<file path="config.mk">
export PLATFORM = sky130hd
export DESIGN_NAME = ftcs_queue
export DESIGN_NICKNAME = d
export VERILOG_FILES = /design/src/rtl/core/ftcs_pkg.sv /design/src/rtl/core/ftcs_queue.sv
export SDC_FILE = /design/constraint.sdc
export NUM_CORES = 1
export LEC_CHECK = 0
export ABC_AREA = 1
export BUFFER_PORTS_ARGS = -buffer_cell sky130_fd_sc_hd__buf_4
export CAP_MARGIN = 10
export CORE_MARGIN = 4
export CORE_UTILIZATION = 49
export CTS_CLUSTER_DIAMETER = 150
export DETAILED_ROUTE_END_ITERATION = 16
export GPL_ROUTABILITY_DRIVEN = 0
export GPL_TIMING_DRIVEN = 1
export PLACE_DENSITY_LB_ADDON = 0.2
export SLEW_MARGIN = 20
export SYNTH_ARGS = -nofsm -noshare
export SYNTH_HDL_FRONTEND = slang
export SYNTH_SLANG_ARGS = --single-unit
export TNS_END_PERCENT = 30
</file>
<file path="constraint.sdc">
create_clock -name clk_i -period 1.6 [get_ports clk_i]
set_input_delay 0.32 -clock clk_i [delete_from_list [all_inputs] [get_ports clk_i]]
set_output_delay 0.32 -clock clk_i [all_outputs]
set_load 0.05 [all_outputs]
</file>
<file path="src/rtl/core/ftcs_pkg.sv">
// ----------------------------------------------------------------------------
// ftcs_pkg: shared types and constants of the advection-dispersion stencil
// Configuration register indexes, cell classification flags, coefficient
// bundle, back-end states and saturation helper.
// ----------------------------------------------------------------------------
`default_nettype none

package ftcs_pkg;

  localparam int unsigned DataW    = 32;
  localparam int unsigned CfgIdxW  = 3;
  localparam int unsigned CfgColsW = 9;
  localparam int unsigned CfgRowsW = 11;
  localparam int unsigned RowOutW  = 10;
  localparam int unsigned ColOutW  = 8;
  localparam int unsigned MinExtent  = 3;
  localparam int unsigned QueueDepth = 2;

  // Wide intermediate width for saturating sums
  localparam int unsigned SatW = 70;
  localparam logic signed [SatW-1:0] SatMax = 70'sd2147483647;
  localparam logic signed [SatW-1:0] SatMin = -70'sd2147483648;

  typedef enum logic [CfgIdxW-1:0] {
    CfgColumns  = 3'd0,
    CfgRows     = 3'd1,
    CfgInvDy    = 3'd2,
    CfgInvDySq  = 3'd3,
    CfgInvDxSq  = 3'd4,
    CfgTimeStep = 3'd5
  } cfg_reg_e;

  typedef struct packed {
    logic [DataW-1:0] inv_dy;
    logic [DataW-1:0] inv_dy_sq;
    logic [DataW-1:0] inv_dx_sq;
    logic [DataW-1:0] time_step;
  } coef_t;

  typedef struct packed {
    logic last_col;   // column closes the row
    logic final_row;  // row closes the grid
    logic has_above;  // row index at least one
    logic deep_row;   // row index at least two
    logic col_nz;     // column index at least one
    logic col_one;    // column index exactly one
    logic edge_prep;  // column feeds the right edge copy
  } cell_flags_t;

  typedef struct packed {
    logic clearing;
  } bk_status_t;

  typedef enum logic [4:0] {
    BkClear, BkIdle, BkRead, BkRead2, BkWin,
    BkDyH, BkDyL, BkYyH, BkYyL, BkXxH, BkXxL,
    BkAdv, BkLap, BkDsp, BkDcdt, BkTsH, BkTsL, BkFin,
    BkEmit
  } bk_state_e;

  typedef enum logic [1:0] {
    SlotAboveEdge = 2'd0,
    SlotAbove     = 2'd1,
    SlotFinalEdge = 2'd2,
    SlotFinal     = 2'd3
  } emit_slot_e;

  function automatic logic signed [DataW-1:0] sat32(input logic signed [SatW-1:0] x);
    logic signed [DataW-1:0] r;
    if (x > SatMax) begin
      r = 32'sh7FFF_FFFF;
    end else if (x < SatMin) begin
      r = 32'sh8000_0000;
    end else begin
      r = signed'(x[DataW-1:0]);
    end
    return r;
  endfunction

endpackage

`default_nettype wire

</file>
<file path="src/rtl/core/ftcs_queue.sv">
// ----------------------------------------------------------------------------
// ftcs_queue: short first-in first-out queue between front and back
// Holds classified cells so that either side may stall on its own.
// ----------------------------------------------------------------------------
`default_nettype none

module ftcs_queue #(
  parameter int unsigned W = 8
) (
  input  wire logic         clk_i,
  input  wire logic         rst_ni,
  input  wire logic         push_i,
  input  wire logic [W-1:0] data_i,
  input  wire logic         pop_i,
  output logic      [W-1:0] data_o,
  output logic              full_o,
  output logic              empty_o
);

  localparam int unsigned PtrW = $clog2(ftcs_pkg::QueueDepth);
  localparam int unsigned CntW = PtrW + 1;

  logic [W-1:0]    entry_q [ftcs_pkg::QueueDepth];
  logic [PtrW-1:0] wr_ptr_q, rd_ptr_q;
  logic [CntW-1:0] cnt_q;

  assign full_o  = (cnt_q == CntW'(ftcs_pkg::QueueDepth));
  assign empty_o = (cnt_q == '0);
  assign data_o  = entry_q[rd_ptr_q];

  always_ff @(posedge clk_i) begin
    if (push_i) begin
      entry_q[wr_ptr_q] <= data_i;
    end
  end

  always_ff @(posedge clk_i or negedge rst_ni) begin
    if (!rst_ni) begin
      wr_ptr_q <= '0;
      rd_ptr_q <= '0;
      cnt_q    <= '0;
    end else begin
      if (push_i) begin
        wr_ptr_q <= (wr_ptr_q == PtrW'(ftcs_pkg::QueueDepth - 1)) ? '0 : wr_ptr_q + 1'b1;
      end
      if (pop_i) begin
        rd_ptr_q <= (rd_ptr_q == PtrW'(ftcs_pkg::QueueDepth - 1)) ? '0 : rd_ptr_q + 1'b1;
      end
      cnt_q <= cnt_q + CntW'(push_i) - CntW'(pop_i);
    end
  end

endmodule

`default_nettype wire

</file>
==> impl_metrics.csv <==
group,metric,value,unit
synth,yosys.area.top_type,"edfxtp_1",
synth,syn_inst,67,
critical_path,criticalPathCategory,"flop to output pin",
route,vias,566,
timing,period_share,100,%
outcome,violations,"negative setup slack",
timing,grt_setup_unrepaired,"yes",
critical_path,critPathRequiredTime,1.28,ns
cells_and_area,fillers,94,
outcome,status,"complete, but fails checks",
place,port_buffers,21,
critical_path,cp_max_fo,5,
floorplanning,coreArea,1560,um2
route,drc_errors,0,
run,drv_cap,0,
synth,syn_area,831,um2
route,drt-initial-drc-count,6,
floorplanning,row_count,14,
cells_and_area,instances_no_fill,112,
cells_and_area,mostFrequentLayoutCell,"edfxtp_1",
clock_tree,cts_sinks,20,
power_and_ir_drop,power_density,2170,nW/um2
power_and_ir_drop,clockPowerShare,15.5,%
clock_tree,h-tree-depth,1,
timing,fmax,0.624,GHz
floorplanning,fp.dieH,49.2,um
global_route,first_global_vias,554,
synth,syn_nets,81,
route,ant_nets,0,
synth,ys_types,12,
synth,synth_area_per_cell,12.4,um2
critical_path,cp.arrival,1.28,ns
global_route,grt.overflow.total,0,
timing,drv_slew,0,
clock_tree,clk_path_buf_depth,2,
cells_and_area,syn_to_final_growth,44.3,%
power_and_ir_drop,p_seq_share,30.8,%
worst_hold_path,hp-class,"input port to flop",
power_and_ir_drop,vdd.ir_drop.worst,1.43,mV
floorplanning,die_x,49.2,um
clock_tree,clk_pin_slew,0.11,ns
place,place_inst,103,
clock_tree,cts_root_buf,"clkbuf_4",
place,dpl_cell_area,985,um2
synth,synth_warnings,0,
global_route,antenna_found_initial,0,
place,dp.final_hpwl,952,um
critical_path,reg2regPathDepth,6,
route,drt-total-wl,1570,um
cells_and_area,drive_gt1_share,46.9,%
global_route,grt_pass1_wl,2370,um
timing,hold_viol_final,0,
floorplanning,initial_core_util,53.3,%
timing,max-slew-margin-rel,77.4,%
timing,tns,-0.00249,ns
synth,synth_top_area_share,57.8,%
power_and_ir_drop,leakagePower,0.547,nW
clock_tree,cts_buffers,3,
power_and_ir_drop,p_sw_share,42.7,%
timing,final-setup-viol-count,3,
timing,period_minus_slack,1.60,ns
route,dr.pass1.iters,3,
power_and_ir_drop,internal-power,1.49,mW
floorplanning,die_area,2420,um2
cells_and_area,fin_area,1200,um2
global_route,grt_max_degree,18,
critical_path,end_kind,"output pin",
cells_and_area,diodes,0,
timing,finClkSkew,0.00291,ns
synth,ys_seq_elements,20,
clock_tree,clk_latency,0.30,ns
power_and_ir_drop,p_comb_share,53.6,%
power_and_ir_drop,power,2.60,mW
route,routed_via_density,5.05,
cells_and_area,final_cell_mix,"edfxtp_1, inv_1, buf_4",
worst_hold_path,worstHoldPathCells,1,
place,pre_cts_ws,0.112,ns
global_route,grt_usage,12.9,%
floorplanning,ios,22,
clock_tree,cts_tree,"done",
cells_and_area,nNetsFinal,111,
route,wl_per_cell,14.1,um
power_and_ir_drop,switchingPower,1.11,mW
synth,yosysSeqAreaShare,69.9,%
timing,tightest_slew,0.339,ns
critical_path,startpoint_type,"flop",
timing,worst_slack,-0.00148,ns
synth,synth_area_leaders,"edfxtp_1, dfrtp_1, inv_1",
## per-stage QoR
step                      hold slack, ns  util (%)
after CTS                          0.192      68.0
final                              0.198      76.9
after floorplan                   0.0244         -
after detailed placement           0.120      63.2
after global placement             0.118      63.2
after global routing               0.174      76.9
## flip-flops by register name, indices dropped and copies added (netlist names)
register / flops
entry_q: 16
cnt_q: 2
rd_ptr_q: 1
wr_ptr_q: 1
## worst paths after layout
kind | start | endpoint | slack (ns)
hold / removal | data_i[4] | entry_q[0][4] | 0.20
min in group asynchronous | rst_ni | wr_ptr_q | 0.35
hold reg to reg | wr_ptr_q | wr_ptr_q | 0.50
setup reg to reg | cnt_q[0] | cnt_q[1] | 0.42
setup / recovery | rd_ptr_q | data_o[4] | -0.001
max in group asynchronous | rst_ni | rd_ptr_q | 1.14
## cell type report
cell class	instances	area (um2)	area share, %
tap	16	20.0	1.67
clock buffer	3	22.5	1.88
clock inverter	1	30.0	2.51
timing repair buffer	27	254	21.2
multi-input combinational	30	231	19.3
sequential	20	584	48.7
inverter	15	56.3	4.70
## power by group through the flow
stage | combinational [mW] | sequential (mW) | clock, mW
global route | 1.49 | 0.817 | 0.435
global placement | 0.972 | 0.823 | 0
floorplan | 0.831 | 0.760 | 0
CTS | 1.03 | 0.826 | 0.409
detailed placement | 0.985 | 0.831 | 0
finish | 1.39 | 0.802 | 0.404
## routing by layer
metal	GRT usage [%]	vias to the layer above	wire, um
met4	5.69	0	48
met5	0	-	0
met2	21.0	20	833
met3	2.75	8	78
li1	-	272	-
met1	16.3	266	613
## cell families after synthesis
| family | synth area share [%] |
|---|---|
| AO/OA/AOI/OAI | 6.17 |
| XOR/XNOR | 2.11 |
| adder cells (fa/ha/maj) | 3.01 |
| buffers and inverters | 10.5 |
| flip-flops | 69.9 |
| AND/OR/NAND/NOR | 8.28 |
## repair_timing
item	CTS	global route
pin swaps	0	7
setup buffers	0	4
gates resized for setup	7	30
endpoints found under the setup margin	8	8
hold endpoints to repair	4	0
hold buffers	1	0
## critical path: stages, from the launching register on
cell and delay, ns:
dfrtp_4 0.54, buf_6 0.14, o21ai_4 0.13, buf_6 0.18
## Yosys cell counts
master	number
inv_1	15
buf_6	1
xor2_1	2
dfrtp_1	4
buf_12	1
ha_1	2
nand2_1	14
o21ai_0	5
nand3_1	1
edfxtp_1	16
o21ai_2	3
nor2_1	3
(Power assumes the default switching activity.)
