==> src/rtl/core/ftcs_pkg.sv <==
// ----------------------------------------------------------------------------
// ftcs_pkg: shared types and constants of the advection-dispersion stencil
// Configuration register indexes, cell classification flags, coefficient
// bundle, back-end states and saturation helper.
// ----------------------------------------------------------------------------
`default_nettype none

package ftcs_pkg;

  localparam int unsigned DataW    = 32;
  localparam int unsigned CfgIdxW  = 3;
  localparam int unsigned CfgColsW = 9;
  localparam int unsigned CfgRowsW = 11;
  localparam int unsigned RowOutW  = 10;
  localparam int unsigned ColOutW  = 8;
  localparam int unsigned MinExtent  = 3;
  localparam int unsigned QueueDepth = 2;

  // Wide intermediate width for saturating sums
  localparam int unsigned SatW = 70;
  localparam logic signed [SatW-1:0] SatMax = 70'sd2147483647;
  localparam logic signed [SatW-1:0] SatMin = -70'sd2147483648;

  typedef enum logic [CfgIdxW-1:0] {
    CfgColumns  = 3'd0,
    CfgRows     = 3'd1,
    CfgInvDy    = 3'd2,
    CfgInvDySq  = 3'd3,
    CfgInvDxSq  = 3'd4,
    CfgTimeStep = 3'd5
  } cfg_reg_e;

  typedef struct packed {
    logic [DataW-1:0] inv_dy;
    logic [DataW-1:0] inv_dy_sq;
    logic [DataW-1:0] inv_dx_sq;
    logic [DataW-1:0] time_step;
  } coef_t;

  typedef struct packed {
    logic last_col;   // column closes the row
    logic final_row;  // row closes the grid
    logic has_above;  // row index at least one
    logic deep_row;   // row index at least two
    logic col_nz;     // column index at least one
    logic col_one;    // column index exactly one
    logic edge_prep;  // column feeds the right edge copy
  } cell_flags_t;

  typedef struct packed {
    logic clearing;
  } bk_status_t;

  typedef enum logic [4:0] {
    BkClear, BkIdle, BkRead, BkRead2, BkWin,
    BkDyH, BkDyL, BkYyH, BkYyL, BkXxH, BkXxL,
    BkAdv, BkLap, BkDsp, BkDcdt, BkTsH, BkTsL, BkFin,
    BkEmit
  } bk_state_e;

  typedef enum logic [1:0] {
    SlotAboveEdge = 2'd0,
    SlotAbove     = 2'd1,
    SlotFinalEdge = 2'd2,
    SlotFinal     = 2'd3
  } emit_slot_e;

  function automatic logic signed [DataW-1:0] sat32(input logic signed [SatW-1:0] x);
    logic signed [DataW-1:0] r;
    if (x > SatMax) begin
      r = 32'sh7FFF_FFFF;
    end else if (x < SatMin) begin
      r = 32'sh8000_0000;
    end else begin
      r = signed'(x[DataW-1:0]);
    end
    return r;
  endfunction

endpackage

`default_nettype wire

==> src/rtl/core/ftcs_front.sv <==
// ----------------------------------------------------------------------------
// ftcs_front: input side of the stencil
// Holds the configuration registers, counts rows and columns and tags each
// accepted cell with its position flags before queueing it.
// ----------------------------------------------------------------------------
`default_nettype none

module ftcs_front #(
  parameter int unsigned MAX_COLUMNS = 256,
  parameter int unsigned MAX_ROWS    = 1024,
  localparam int unsigned CW = $clog2(MAX_COLUMNS),
  localparam int unsigned RW = $clog2(MAX_ROWS)
) (
  input  wire logic                                clk_i,
  input  wire logic                                rst_ni,
  input  wire logic                                in_valid_i,
  output logic                                     in_stall_o,
  input  wire logic signed [ftcs_pkg::DataW-1:0]   conc_in_i,
  input  wire logic signed [ftcs_pkg::DataW-1:0]   velocity_in_i,
  input  wire logic signed [ftcs_pkg::DataW-1:0]   dispersion_in_i,
  input  wire logic                                cfg_valid_i,
  output logic                                     cfg_ready_o,
  input  wire logic [ftcs_pkg::CfgIdxW-1:0]        cfg_index_i,
  input  wire logic [ftcs_pkg::DataW-1:0]          cfg_data_i,
  input  wire logic                                q_full_i,
  input  wire ftcs_pkg::bk_status_t                status_i,
  output logic                                     push_o,
  output logic [CW-1:0]                            cell_col_o,
  output logic [RW-1:0]                            cell_row_o,
  output ftcs_pkg::cell_flags_t                    cell_flags_o,
  output ftcs_pkg::coef_t                          coef_o
);

  logic [ftcs_pkg::CfgColsW-1:0] cols_cfg_q;
  logic [ftcs_pkg::CfgRowsW-1:0] rows_cfg_q;
  ftcs_pkg::coef_t               coef_q;
  logic [CW-1:0]                 col_q;
  logic [RW-1:0]                 row_q;
  logic [CW:0]                   cols_lim;
  logic [RW:0]                   rows_lim;
  ftcs_pkg::cell_flags_t         flags;

  assign cfg_ready_o = 1'b1;
  assign in_stall_o  = q_full_i | status_i.clearing;
  assign push_o      = in_valid_i & ~in_stall_o;
  assign coef_o      = coef_q;

  // Clamp the configured extents to [MinExtent, MAX]
  always_comb begin
    if (32'(cols_cfg_q) < 32'(ftcs_pkg::MinExtent)) begin
      cols_lim = (CW+1)'(ftcs_pkg::MinExtent);
    end else if (32'(cols_cfg_q) > 32'(MAX_COLUMNS)) begin
      cols_lim = (CW+1)'(MAX_COLUMNS);
    end else begin
      cols_lim = (CW+1)'(cols_cfg_q);
    end
    if (32'(rows_cfg_q) < 32'(ftcs_pkg::MinExtent)) begin
      rows_lim = (RW+1)'(ftcs_pkg::MinExtent);
    end else if (32'(rows_cfg_q) > 32'(MAX_ROWS)) begin
      rows_lim = (RW+1)'(MAX_ROWS);
    end else begin
      rows_lim = (RW+1)'(rows_cfg_q);
    end
  end

  always_comb begin
    flags.last_col  = {1'b0, col_q} >= cols_lim - (CW+1)'(1);
    flags.final_row = {1'b0, row_q} >= rows_lim - (RW+1)'(1);
    flags.has_above = (row_q != '0);
    flags.deep_row  = (row_q > RW'(1));
    flags.col_nz    = (col_q != '0);
    flags.col_one   = (col_q == CW'(1));
    flags.edge_prep = ({1'b0, col_q} == cols_lim - (CW+1)'(2));
  end

  assign cell_col_o   = col_q;
  assign cell_row_o   = row_q;
  assign cell_flags_o = flags;

  always_ff @(posedge clk_i or negedge rst_ni) begin
    if (!rst_ni) begin
      cols_cfg_q       <= ftcs_pkg::CfgColsW'(256);
      rows_cfg_q       <= ftcs_pkg::CfgRowsW'(1024);
      coef_q.inv_dy    <= 32'h0001_0000;
      coef_q.inv_dy_sq <= 32'h0001_0000;
      coef_q.inv_dx_sq <= 32'h0001_0000;
      coef_q.time_step <= 32'h0001_0000;
    end else if (cfg_valid_i && cfg_ready_o) begin
      case (cfg_index_i)
        ftcs_pkg::CfgColumns:  cols_cfg_q       <= cfg_data_i[ftcs_pkg::CfgColsW-1:0];
        ftcs_pkg::CfgRows:     rows_cfg_q       <= cfg_data_i[ftcs_pkg::CfgRowsW-1:0];
        ftcs_pkg::CfgInvDy:    coef_q.inv_dy    <= cfg_data_i;
        ftcs_pkg::CfgInvDySq:  coef_q.inv_dy_sq <= cfg_data_i;
        ftcs_pkg::CfgInvDxSq:  coef_q.inv_dx_sq <= cfg_data_i;
        ftcs_pkg::CfgTimeStep: coef_q.time_step <= cfg_data_i;
        default: ;
      endcase
    end
  end

  // Advance the raster position on every accepted word
  always_ff @(posedge clk_i or negedge rst_ni) begin
    if (!rst_ni) begin
      col_q <= '0;
      row_q <= '0;
    end else if (push_o) begin
      if (flags.last_col) begin
        col_q <= '0;
        row_q <= flags.final_row ? '0 : row_q + RW'(1);
      end else begin
        col_q <= col_q + CW'(1);
      end
    end
  end

endmodule

`default_nettype wire

==> config.mk <==
export PLATFORM = sky130hd
export DESIGN_NAME = ftcs_front
export DESIGN_NICKNAME = d
export VERILOG_FILES = /design/src/rtl/core/ftcs_pkg.sv /design/src/rtl/core/ftcs_front.sv
export SDC_FILE = /design/constraint.sdc
export NUM_CORES = 1
export LEC_CHECK = 0
export ABC_CLOCK_PERIOD_IN_PS = 6600
export BUFFER_PORTS_ARGS = -buffer_cell sky130_fd_sc_hd__buf_2
export CAP_MARGIN = 20
export CORE_ASPECT_RATIO = 1.5
export CORE_UTILIZATION = 53
export DETAILED_ROUTE_END_ITERATION = 6
export PLACE_DENSITY = 0.86
export SYNTH_ARGS = -nofsm -noshare
export SYNTH_HDL_FRONTEND = slang
export SYNTH_SLANG_ARGS = --single-unit
==> constraint.sdc <==
create_clock -name clk_i -period 6.6 [get_ports clk_i]
set_clock_uncertainty 0.2 [all_clocks]
set_input_delay 0.99 -clock clk_i [delete_from_list [all_inputs] [get_ports clk_i]]
set_output_delay 0.99 -clock clk_i [all_outputs]
set_load 0.01 [all_outputs]
==> results of run 1 <==
[synthesized netlist by cell type, types with 3 or more instances]
cell type                    n  area, um2
sky130_fd_sc_hd__dfrtp_1   160       4004
sky130_fd_sc_hd__a21oi_1    14      70.07
sky130_fd_sc_hd__nand2_1    24      90.09
sky130_fd_sc_hd__nand3_1     8      40.04
sky130_fd_sc_hd__inv_1      13      48.80
sky130_fd_sc_hd__o22ai_1     6      37.54
sky130_fd_sc_hd__o21ai_0    15      75.07
sky130_fd_sc_hd__nor2_1     25      93.84
sky130_fd_sc_hd__and3_1      7      43.79
sky130_fd_sc_hd__nor2b_1    11      68.82
sky130_fd_sc_hd__or3_1       5      31.28
sky130_fd_sc_hd__xnor2_1    12      105.1
sky130_fd_sc_hd__clkbuf_1   14      52.55
sky130_fd_sc_hd__dfstp_2     6      157.7
sky130_fd_sc_hd__a21o_1      6      45.04
sky130_fd_sc_hd__o21ai_1     7      35.03
sky130_fd_sc_hd__xor2_1      5      43.79
sky130_fd_sc_hd__a31oi_1     3      18.77
sky130_fd_sc_hd__mux2_2    147       1655
sky130_fd_sc_hd__nor3_1     11      55.05
sky130_fd_sc_hd__buf_2       4      20.02
sky130_fd_sc_hd__a22o_1      7      61.31
sky130_fd_sc_hd__or4_1       3      22.52
sky130_fd_sc_hd__ha_1       28      350.3
[stage by stage]
stage          setup slack, ns  hold slack (ns)  utilization  power (mW)
6_report                 1.279           0.2360       0.6727       3.332
3_5_place_dp             1.758           0.2880       0.6274       2.392
5_1_grt                 0.9646           0.2336       0.6727       3.521
2_1_floorplan            2.303           0.3186            -       2.010
4_1_cts                  1.297           0.3037       0.6687       3.360
3_3_place_gp             1.823           0.2817       0.6274       2.347
[power breakdown]
part           internal (mW)  total [mW]  leakage [nW]  switching [mW]
registers               1.24        1.42          2.00           0.175
clock network          0.507       0.956         0.285           0.449
logic                  0.474       0.957          2.23           0.484
[registers in the layout, summed over array words and instances, names as in the netlist]
| name | count |
|---|---|
| cell_col_o | 8 |
| cell_row_o | 10 |
| coef_o | 128 |
| cols_cfg_q | 9 |
| rows_cfg_q | 11 |
[worst max-delay path, cell delays in order, from the launching register on]
cell                       delay, ns
sky130_fd_sc_hd__dfrtp_1        0.48
sky130_fd_sc_hd__or3_1          0.24
sky130_fd_sc_hd__nor2_1         0.07
sky130_fd_sc_hd__o21ai_0        0.43
sky130_fd_sc_hd__ha_1           0.32
sky130_fd_sc_hd__o21ai_0        0.24
sky130_fd_sc_hd__nand2b_1       0.27
sky130_fd_sc_hd__or3_1          0.33
sky130_fd_sc_hd__a21oi_1        0.15
sky130_fd_sc_hd__ha_1           0.25
sky130_fd_sc_hd__and3_1         0.16
sky130_fd_sc_hd__a221o_1        0.30
sky130_fd_sc_hd__a21oi_1        0.16
sky130_fd_sc_hd__nor2_1         0.15
sky130_fd_sc_hd__buf_2          0.17
[how the worst min path moves through the flow]
| stage | cells after the start | slack [ns] | endpoint |
|---|---|---|---|
| 4_1_cts | 1 | 0.30 | coef_o[7]$_DFFE_PN0P_ |
| 6_report | 1 | 0.24 | cell_col_o[4]$_DFFE_PN0P_ |
| 3_3_place_gp | 1 | 0.28 | coef_o[81]$_DFFE_PN0P_ |
| 5_1_grt | 1 | 0.23 | cell_col_o[4]$_DFFE_PN0P_ |
| 2_1_floorplan | 1 | 0.32 | cols_cfg_q[0]$_DFFE_PN0P_ |
| 3_5_place_dp | 1 | 0.29 | coef_o[78]$_DFFE_PN0P_ |
[cell families (layout without fill, tap and decap cells)]
family / after synthesis / after routing / share of synthesized area
mux: 147 / 147 / 0.2169
xor+xnor: 17 / 17 / 0.01951
compound gates: 78 / 78 / 0.07131
other cells: 1 / 1 / 0.0004913
buf+inv: 36 / 248 / 0.02000
fa+ha+maj: 28 / 28 / 0.04590
flops: 166 / 166 / 0.5452
simple gates: 114 / 114 / 0.08066
[layout make-up]
cell class	instances	area, um2
fill	1057	4602
sequential	166	4161
multi-input combinational	385	3336
timing repair buffer	204	1090
clock buffer	17	425.4
tap	192	240.2
clock inverter	14	155.1
inverter	13	48.80
[per-layer routing]
metal  vias up  track usage
met2       185       0.4152
met3        20      0.07591
li1       2529            -
met1      2669       0.2732
met4         0      0.07536
met5         -            0
==> metrics list, run 1 <==
* Synthesized area: around 7600 um2
- Buffer levels on the longest clock path: 2
- Most common cell after layout, fill and taps aside: sky130_fd_sc_hd__buf_2
- For this run the aggregate overflow at the end of global routing stands at 0.
* Clock latency of the later-clocked register in the worst-skew pair: ~0.41 ns
* Count of hold buffers inserted by post-cts repair: 0
- Highest fanout seen on the critical path: 8
- Routed length on met3: between 1 and 1.5 mm
- Crit start category: register
- Worst flop-to-flop path startpoint: cols_cfg_q[3]$_DFFE_PN0P_
- The cell sitting at the root of the clock tree is a sky130_fd_sc_hd__clkbuf_16.
* Worst EP required: between 5 and 6 ns
- The repair_antennas step left the layout with diodes totalling 0.
- The endpoint identified for the worst register-to-register timing path is cell_row_o[0]$_DFFE_PN0P_.
- For this run, the detailed router's first-pass iteration total came to 4.
- Clock tree synthesis found a total of between 150 and 200 sinks.
- Yosys warnings: 0
- Number of distinct library cells after synthesis: 59
* Run status: complete, no violations
- In this run the static leakage power is between 4 and 5 nW.
- RSZ-0062 raised after global routing: no
- For this run, design rule violations remaining after detail routing come to 0.
* Count of endpoints failing hold in the final timing report: 0
- Maximum number of pins on one net before global-route repair: 119
* Total routed wirelength: 17.21 mm
* Highest Clock Rate: roughly 190 MHz
* Most used cells in the layout excluding fill and tap cells: sky130_fd_sc_hd__buf_2 (194), sky130_fd_sc_hd__dfrtp_1 (160), sky130_fd_sc_hd__mux2_2 (147), sky130_fd_sc_hd__ha_1 (28)
- Endpoint of the most critical setup path: cell_flags_o[6]
* Ys async rst share: 1.000
* Max-cap violations: 0
* Signal arrival time at the worst endpoint: a little over 4 ns
- The critical path starts at cols_cfg_q[3]$_DFFE_PN0P_.
* Die span in y: around 150 um
* Met1 layer wirelength in the final routing: between 6 and 7 mm
* Count of flip-flops with a built-in enable after synthesis: 0
- Once detailed placement completed, the half-perimeter wirelength came to 12.25 mm.
- Count of input and output buffers: 195
- The worst setup path is captured at an output port.
* Seq/Total Area, Yosys: 0.5452
- Nets: between 900 and 1k
- Count of non-filler cells in the finished layout: between 900 and 1k
- Once the clock tree was built, the setup fixing pass inserted 0 buffers.
- Final design area excluding fillers: approximately 9500 um2
- Clock transition at the register clock pins on the worst setup and hold paths after CTS: 0.07 ns
- TritonCTS built the clock tree.
* Reg2Reg Depth: 16
- Signed area change from the synthesized netlist to the final layout: 23.90%
- GP Congestion: around 0.87
- Path class of the lowest-slack min-delay path: primary input to async pin
* Ratio of routed vias to standard cells: about 5.5
- VDD sags by at most 231.3 uV.
* Final antenna-violating net count: 0
- Measured slew at the worst slew-check pin: about 1.1 ns
* Routed wl met2: slightly below 9 mm
- After detailed routing, the average wire length per cell comes to roughly 17 um.
- Total global-route track usage: 0.2367
- Die footprint: 14,890 um2
* Die Span X: roughly 100 um
- Summing all placed instances gives a cell area of roughly 9000 um2.
- The number of placed instances, taps included, is about 960.
- The detailed router used layers up to and including met4.
- The synthesized design contains between 150 and 200 register bits.
- Clock tree synthesis inserted a total of 17 buffers.
* Row count: between 50 and 60
- Count of vias placed by the detailed router: ~5.4k
- Finish-stage setup viols: 0
- The first global-routing pass estimated 27.43 mm of wire.
- Among all flip-flop cells after synthesis, the most frequent one is sky130_fd_sc_hd__dfrtp_1.
- Dividing the final minimum period by the clock period gives 0.8062.
- Syn_nets: between 700 and 800
- In the synthesized netlist, the number of instances is 587.
- Count of final max-slew check failures: 0
- Minimum clock period after layout: around 5.3 ns
* Total negative slack: 0 ns
- Worst slew margin: 0.2788
* Initial Utilization: 0.5429
* Mapped Avg Cell Area: roughly 13 um2
- Initial antenna violation count: 0
- Core area: about 14,000 um2
- In this run the count of I/O pins placed on the die edge is between 200 and 300.
- Number of global-route vias before repair: ~5.4k
- After clock tree synthesis, the repair step resized 0 gates.
* Register-to-register setup slack: 2.09 ns
* H-tree levels: 4
- In the final layout, the share of cells above drive strength 1 is 0.5044.
* Type of the worst setup path: register to output port
- After the first detailed-routing iteration, the DRC count stood at ~150.
- Power spread over the standard cell area amounts to between 300 and 400 nW/um2.
Note: power is estimated with default switching activity, not from simulation.
==> run 2: changes to the inputs <==
--- a/config.mk
+++ b/config.mk
@@ -5,13 +5,13 @@
 export SDC_FILE = /design/constraint.sdc
 export NUM_CORES = 1
 export LEC_CHECK = 0
-export ABC_CLOCK_PERIOD_IN_PS = 6600
+export ABC_CLOCK_PERIOD_IN_PS = 4700
 export BUFFER_PORTS_ARGS = -buffer_cell sky130_fd_sc_hd__buf_2
 export CAP_MARGIN = 20
 export CORE_ASPECT_RATIO = 1.5
-export CORE_UTILIZATION = 53
+export CORE_UTILIZATION = 45
 export DETAILED_ROUTE_END_ITERATION = 6
-export PLACE_DENSITY = 0.86
+export PLACE_DENSITY = 0.77
 export SYNTH_ARGS = -nofsm -noshare
 export SYNTH_HDL_FRONTEND = slang
 export SYNTH_SLANG_ARGS = --single-unit
==> constraint.sdc (replaced) <==
create_clock -name clk_i -period 4.7 [get_ports clk_i]
set_clock_uncertainty 0.2 [all_clocks]
set_input_delay 0.705 -clock clk_i [delete_from_list [all_inputs] [get_ports clk_i]]
set_output_delay 0.705 -clock clk_i [all_outputs]
set_load 0.01 [all_outputs]
==> metrics list, run 2 (same netlist as run 1, synthesis figures left out) <==
- Run status: complete, no violations
* Max FFs per register: 128 (unchanged)
* Row count: 58 (+9.4%)
- Total congestion overflow: 0 (unchanged)
- The worst max-slew margin expressed relative to the limit is 0.4215 (+0.1427).
* Routed length per instance: 17.28 um (-0.49%)
* Count of final max-slew check failures: 0 (unchanged)
- Total routed wirelength: 17.60 mm (+2.2%)
- The number of buffers created by CTS was 17 (unchanged).
* Pint: 3.192 mW (+44%)
- Path class of the lowest-slack min-delay path: primary input to async pin
- The library cells used most frequently in the layout, excluding fill and tap cells, are sky130_fd_sc_hd__buf_2 (194), sky130_fd_sc_hd__dfrtp_1 (155), sky130_fd_sc_hd__mux2_2 (147), sky130_fd_sc_hd__ha_1 (26).
- H-tree levels: 4 (unchanged)
* Setup WS pre-CTS: 0.3806 ns (-1.378 ns)
- Reg2Reg Depth: 14 (-2)
* Minimum clock period after layout: roughly 4.6 ns
- The overall die height came to 161.5 um (+8.4%).
- Power density over cell area: 497.5 nW/um2 (+41%)
- Measured slew at the worst slew-check pin: 0.8459 ns (-0.2333 ns)
- The total of endpoints with negative setup slack in the final report is 0 (unchanged).
- Root cell of the clock tree: sky130_fd_sc_hd__clkbuf_16
- Clock latency of the later-clocked register in the worst-skew pair: 0.42 ns (about the same)
* Fill cell instance count of the final layout: 1,428 (+35%)
- The startpoint identified for the worst register-to-register timing path is rows_cfg_q[10]$_DFFE_PN1P_.
- Detailed Place HPWL: 12.50 mm (+2.1%)
- The flop-to-flop setup slack was 0.58 ns (-1.51 ns).
* Sequential group share of total power: 0.419 (-0.007)
- The via count of the first global-routing pass came to 5,492 (+2.0%).
- The data arrival time of the critical path was 3.66 ns (-0.47 ns).
- Kind of end point of the critical path: output port
- The largest vdd supply drop was 317.3 uV (+37%).
- Ratio of routed vias to standard cells: 5.381 (-1.3%)
- The via total after detailed routing was 5,478 (+1.4%).
- Type of the worst setup path: register to output port
- The share of cells above drive strength 1 is 0.5186 (+0.01423).
- The count of endpoints failing hold in the final timing report is 0 (unchanged).
- The clock slew seen by the registers of the worst setup and hold paths is 0.07 ns (about the same).
* Setup slack of the critical path after layout: 0.1373 ns (-1.142 ns)
* Final antenna-violating net count: 0 (unchanged)
- Highest Clock Rate: roughly 220 MHz
* Maximum number of pins on one net before global-route repair: 84 (-29%)
* Count of non-filler cells in the finished layout: 1,018 (+2.7%)
* Drt drc: 0 (unchanged)
- Clock tree from TritonCTS: yes
- The number of top-level design ports is 293 (unchanged).
- Core area: 16,690 um2 (+19%)
- The count of hold-fix buffers inserted at cts is 0 (unchanged).
- The number of sinks handled by clock tree synthesis came to 166 (unchanged).
- Fraction of the cycle the final worst path needs: 0.9708
* Signed area change from the synthesized netlist to the final layout: 24.98%
- Switching power as a share of total power: 0.3275 (-0.005097)
* Total instance count after detailed placement: 980 (+2.3%)
* Die footprint: 17,500 um2 (+17%)
* Most common cell after layout, fill and taps aside: sky130_fd_sc_hd__buf_2
- The buffer levels on the longest clock path was 2 (unchanged).
- The highest fanout seen on the critical path was 8 (unchanged).
- The wire length of the first global-routing pass is 28.14 mm (+2.6%).
* Nets: 958 (+0.63%)
- The number of maximum-capacitance constraint violations was 0 (unchanged).
- Sw Pwr: 1.554 mW (+40%)
* Total global-route track usage: 0.2114 (-0.02534)
- The leakage power came to 4.523 nW (+0.36%).
- The share of total power in combinational logic came to 0.290 (+0.003).
* 1st-pass router iterations: 4 (unchanged)
- Initial Utilization: 0.4573 (-0.08563)
- Crit start category: register
- Count of input and output buffers: 195 (unchanged)
- The endpoint identified for the worst register-to-register timing path is cell_row_o[0]$_DFFE_PN0P_.
* Die Span X: 108.3 um (+8.4%)
* Worst EP required: 3.80 ns (-1.61 ns)
- The part of the total power dissipated in the clock network is 0.292 (+0.005).
* Iteration-0 DRC count of the detailed router: 201 (+31%)
- Initial antenna violation count: 3 (+3)
* GP Congestion: 0.8252 (-4.9%)
==> run 2: cell count changes in the layout (fill, tap and decap cells not counted), sizes merged <==
cell,before,now
clkinvlp,0,2
buf,204,210
inv,22,20
bufinv,0,1
diode,0,2
==> run 2: metrics by stage <==
step,util,power (mW),hold WS (ns),area (um2),TNS (ns)
after CTS,0.5670,4.778,0.1410,9464,0
after detailed placement,0.5316,3.378,0.2870,8874,0
after floorplan,-,2.823,0.2094,7632,0
final,0.5715,4.746,0.1130,9539,0
after global placement,0.5316,3.325,0.2822,8874,0
after global routing,0.5715,5.023,0.1796,9539,-0.01471
==> run 2: power groups by stage <==
stage               registers (mW)  clock network [mW]  logic [mW]
global route                  2.04                1.47        1.52
finish                        1.99                1.38        1.37
floorplan                     2.10                   0       0.718
CTS                           1.98                1.42        1.38
global placement              1.99                   0        1.33
detailed placement            2.01                   0        1.37
==> run 2: cell type report <==
cell class                 count  area, um2  area share
antenna                        2      5.005   0.0005247
tap                          210      262.8     0.02754
multi-input combinational    385       3344      0.3506
timing repair buffer         210       1120      0.1174
sequential                   166       4168      0.4369
clock inverter                15      165.2     0.01731
clock buffer                  17      425.4     0.04460
inverter                      13      48.80    0.005115
==> run 2: worst max path at each step <==
stage,startpoint,endpoint,cells after the start
after floorplan,cols_cfg_q[8]$_DFFE_PN1P_,cell_flags_o[6],14
after global placement,cols_cfg_q[3]$_DFFE_PN0P_,cell_flags_o[6],14
after detailed placement,rows_cfg_q[7]$_DFFE_PN0P_,cell_row_o[0]$_DFFE_PN0P_,15
after CTS,rows_cfg_q[7]$_DFFE_PN0P_,cell_flags_o[5],13
after global routing,cols_cfg_q[8]$_DFFE_PN1P_,cell_flags_o[6],14
final,cols_cfg_q[3]$_DFFE_PN0P_,cell_flags_o[0],10
==> run 2: metal layers <==
metal / vias to the layer above / track usage / share of wire / routed length, um
li1: 2528 / - / - / -
met1: 2740 / 0.2337 / 0.40 / 6959
met2: 171 / 0.3770 / 0.52 / 9186
met3: 37 / 0.06053 / 0.056 / 984
met4: 2 / 0.08170 / 0.026 / 452
met5: - / 0 / 0.00074 / 13
==> run 2: worst max-delay path, cell delays in order (launching register included) <==
cell                        delay (ns)
sky130_fd_sc_hd__dfrtp_2          0.45
sky130_fd_sc_hd__or3_1            0.45
sky130_fd_sc_hd__nor2_1           0.18
sky130_fd_sc_hd__o21ai_2          0.11
sky130_fd_sc_hd__ha_1             0.24
sky130_fd_sc_hd__xor2_1           0.18
sky130_fd_sc_hd__xnor2_1          0.14
sky130_fd_sc_hd__a2111oi_0        0.67
sky130_fd_sc_hd__o211ai_1         0.22
sky130_fd_sc_hd__a2111oi_2        0.39
sky130_fd_sc_hd__buf_2            0.19
==> run 2: repair_timing <==
item                       CTS  global route
pin swaps                    0             1
gates resized for setup      1            10
setup endpoints to repair    1             3
buffers inserted             0             2
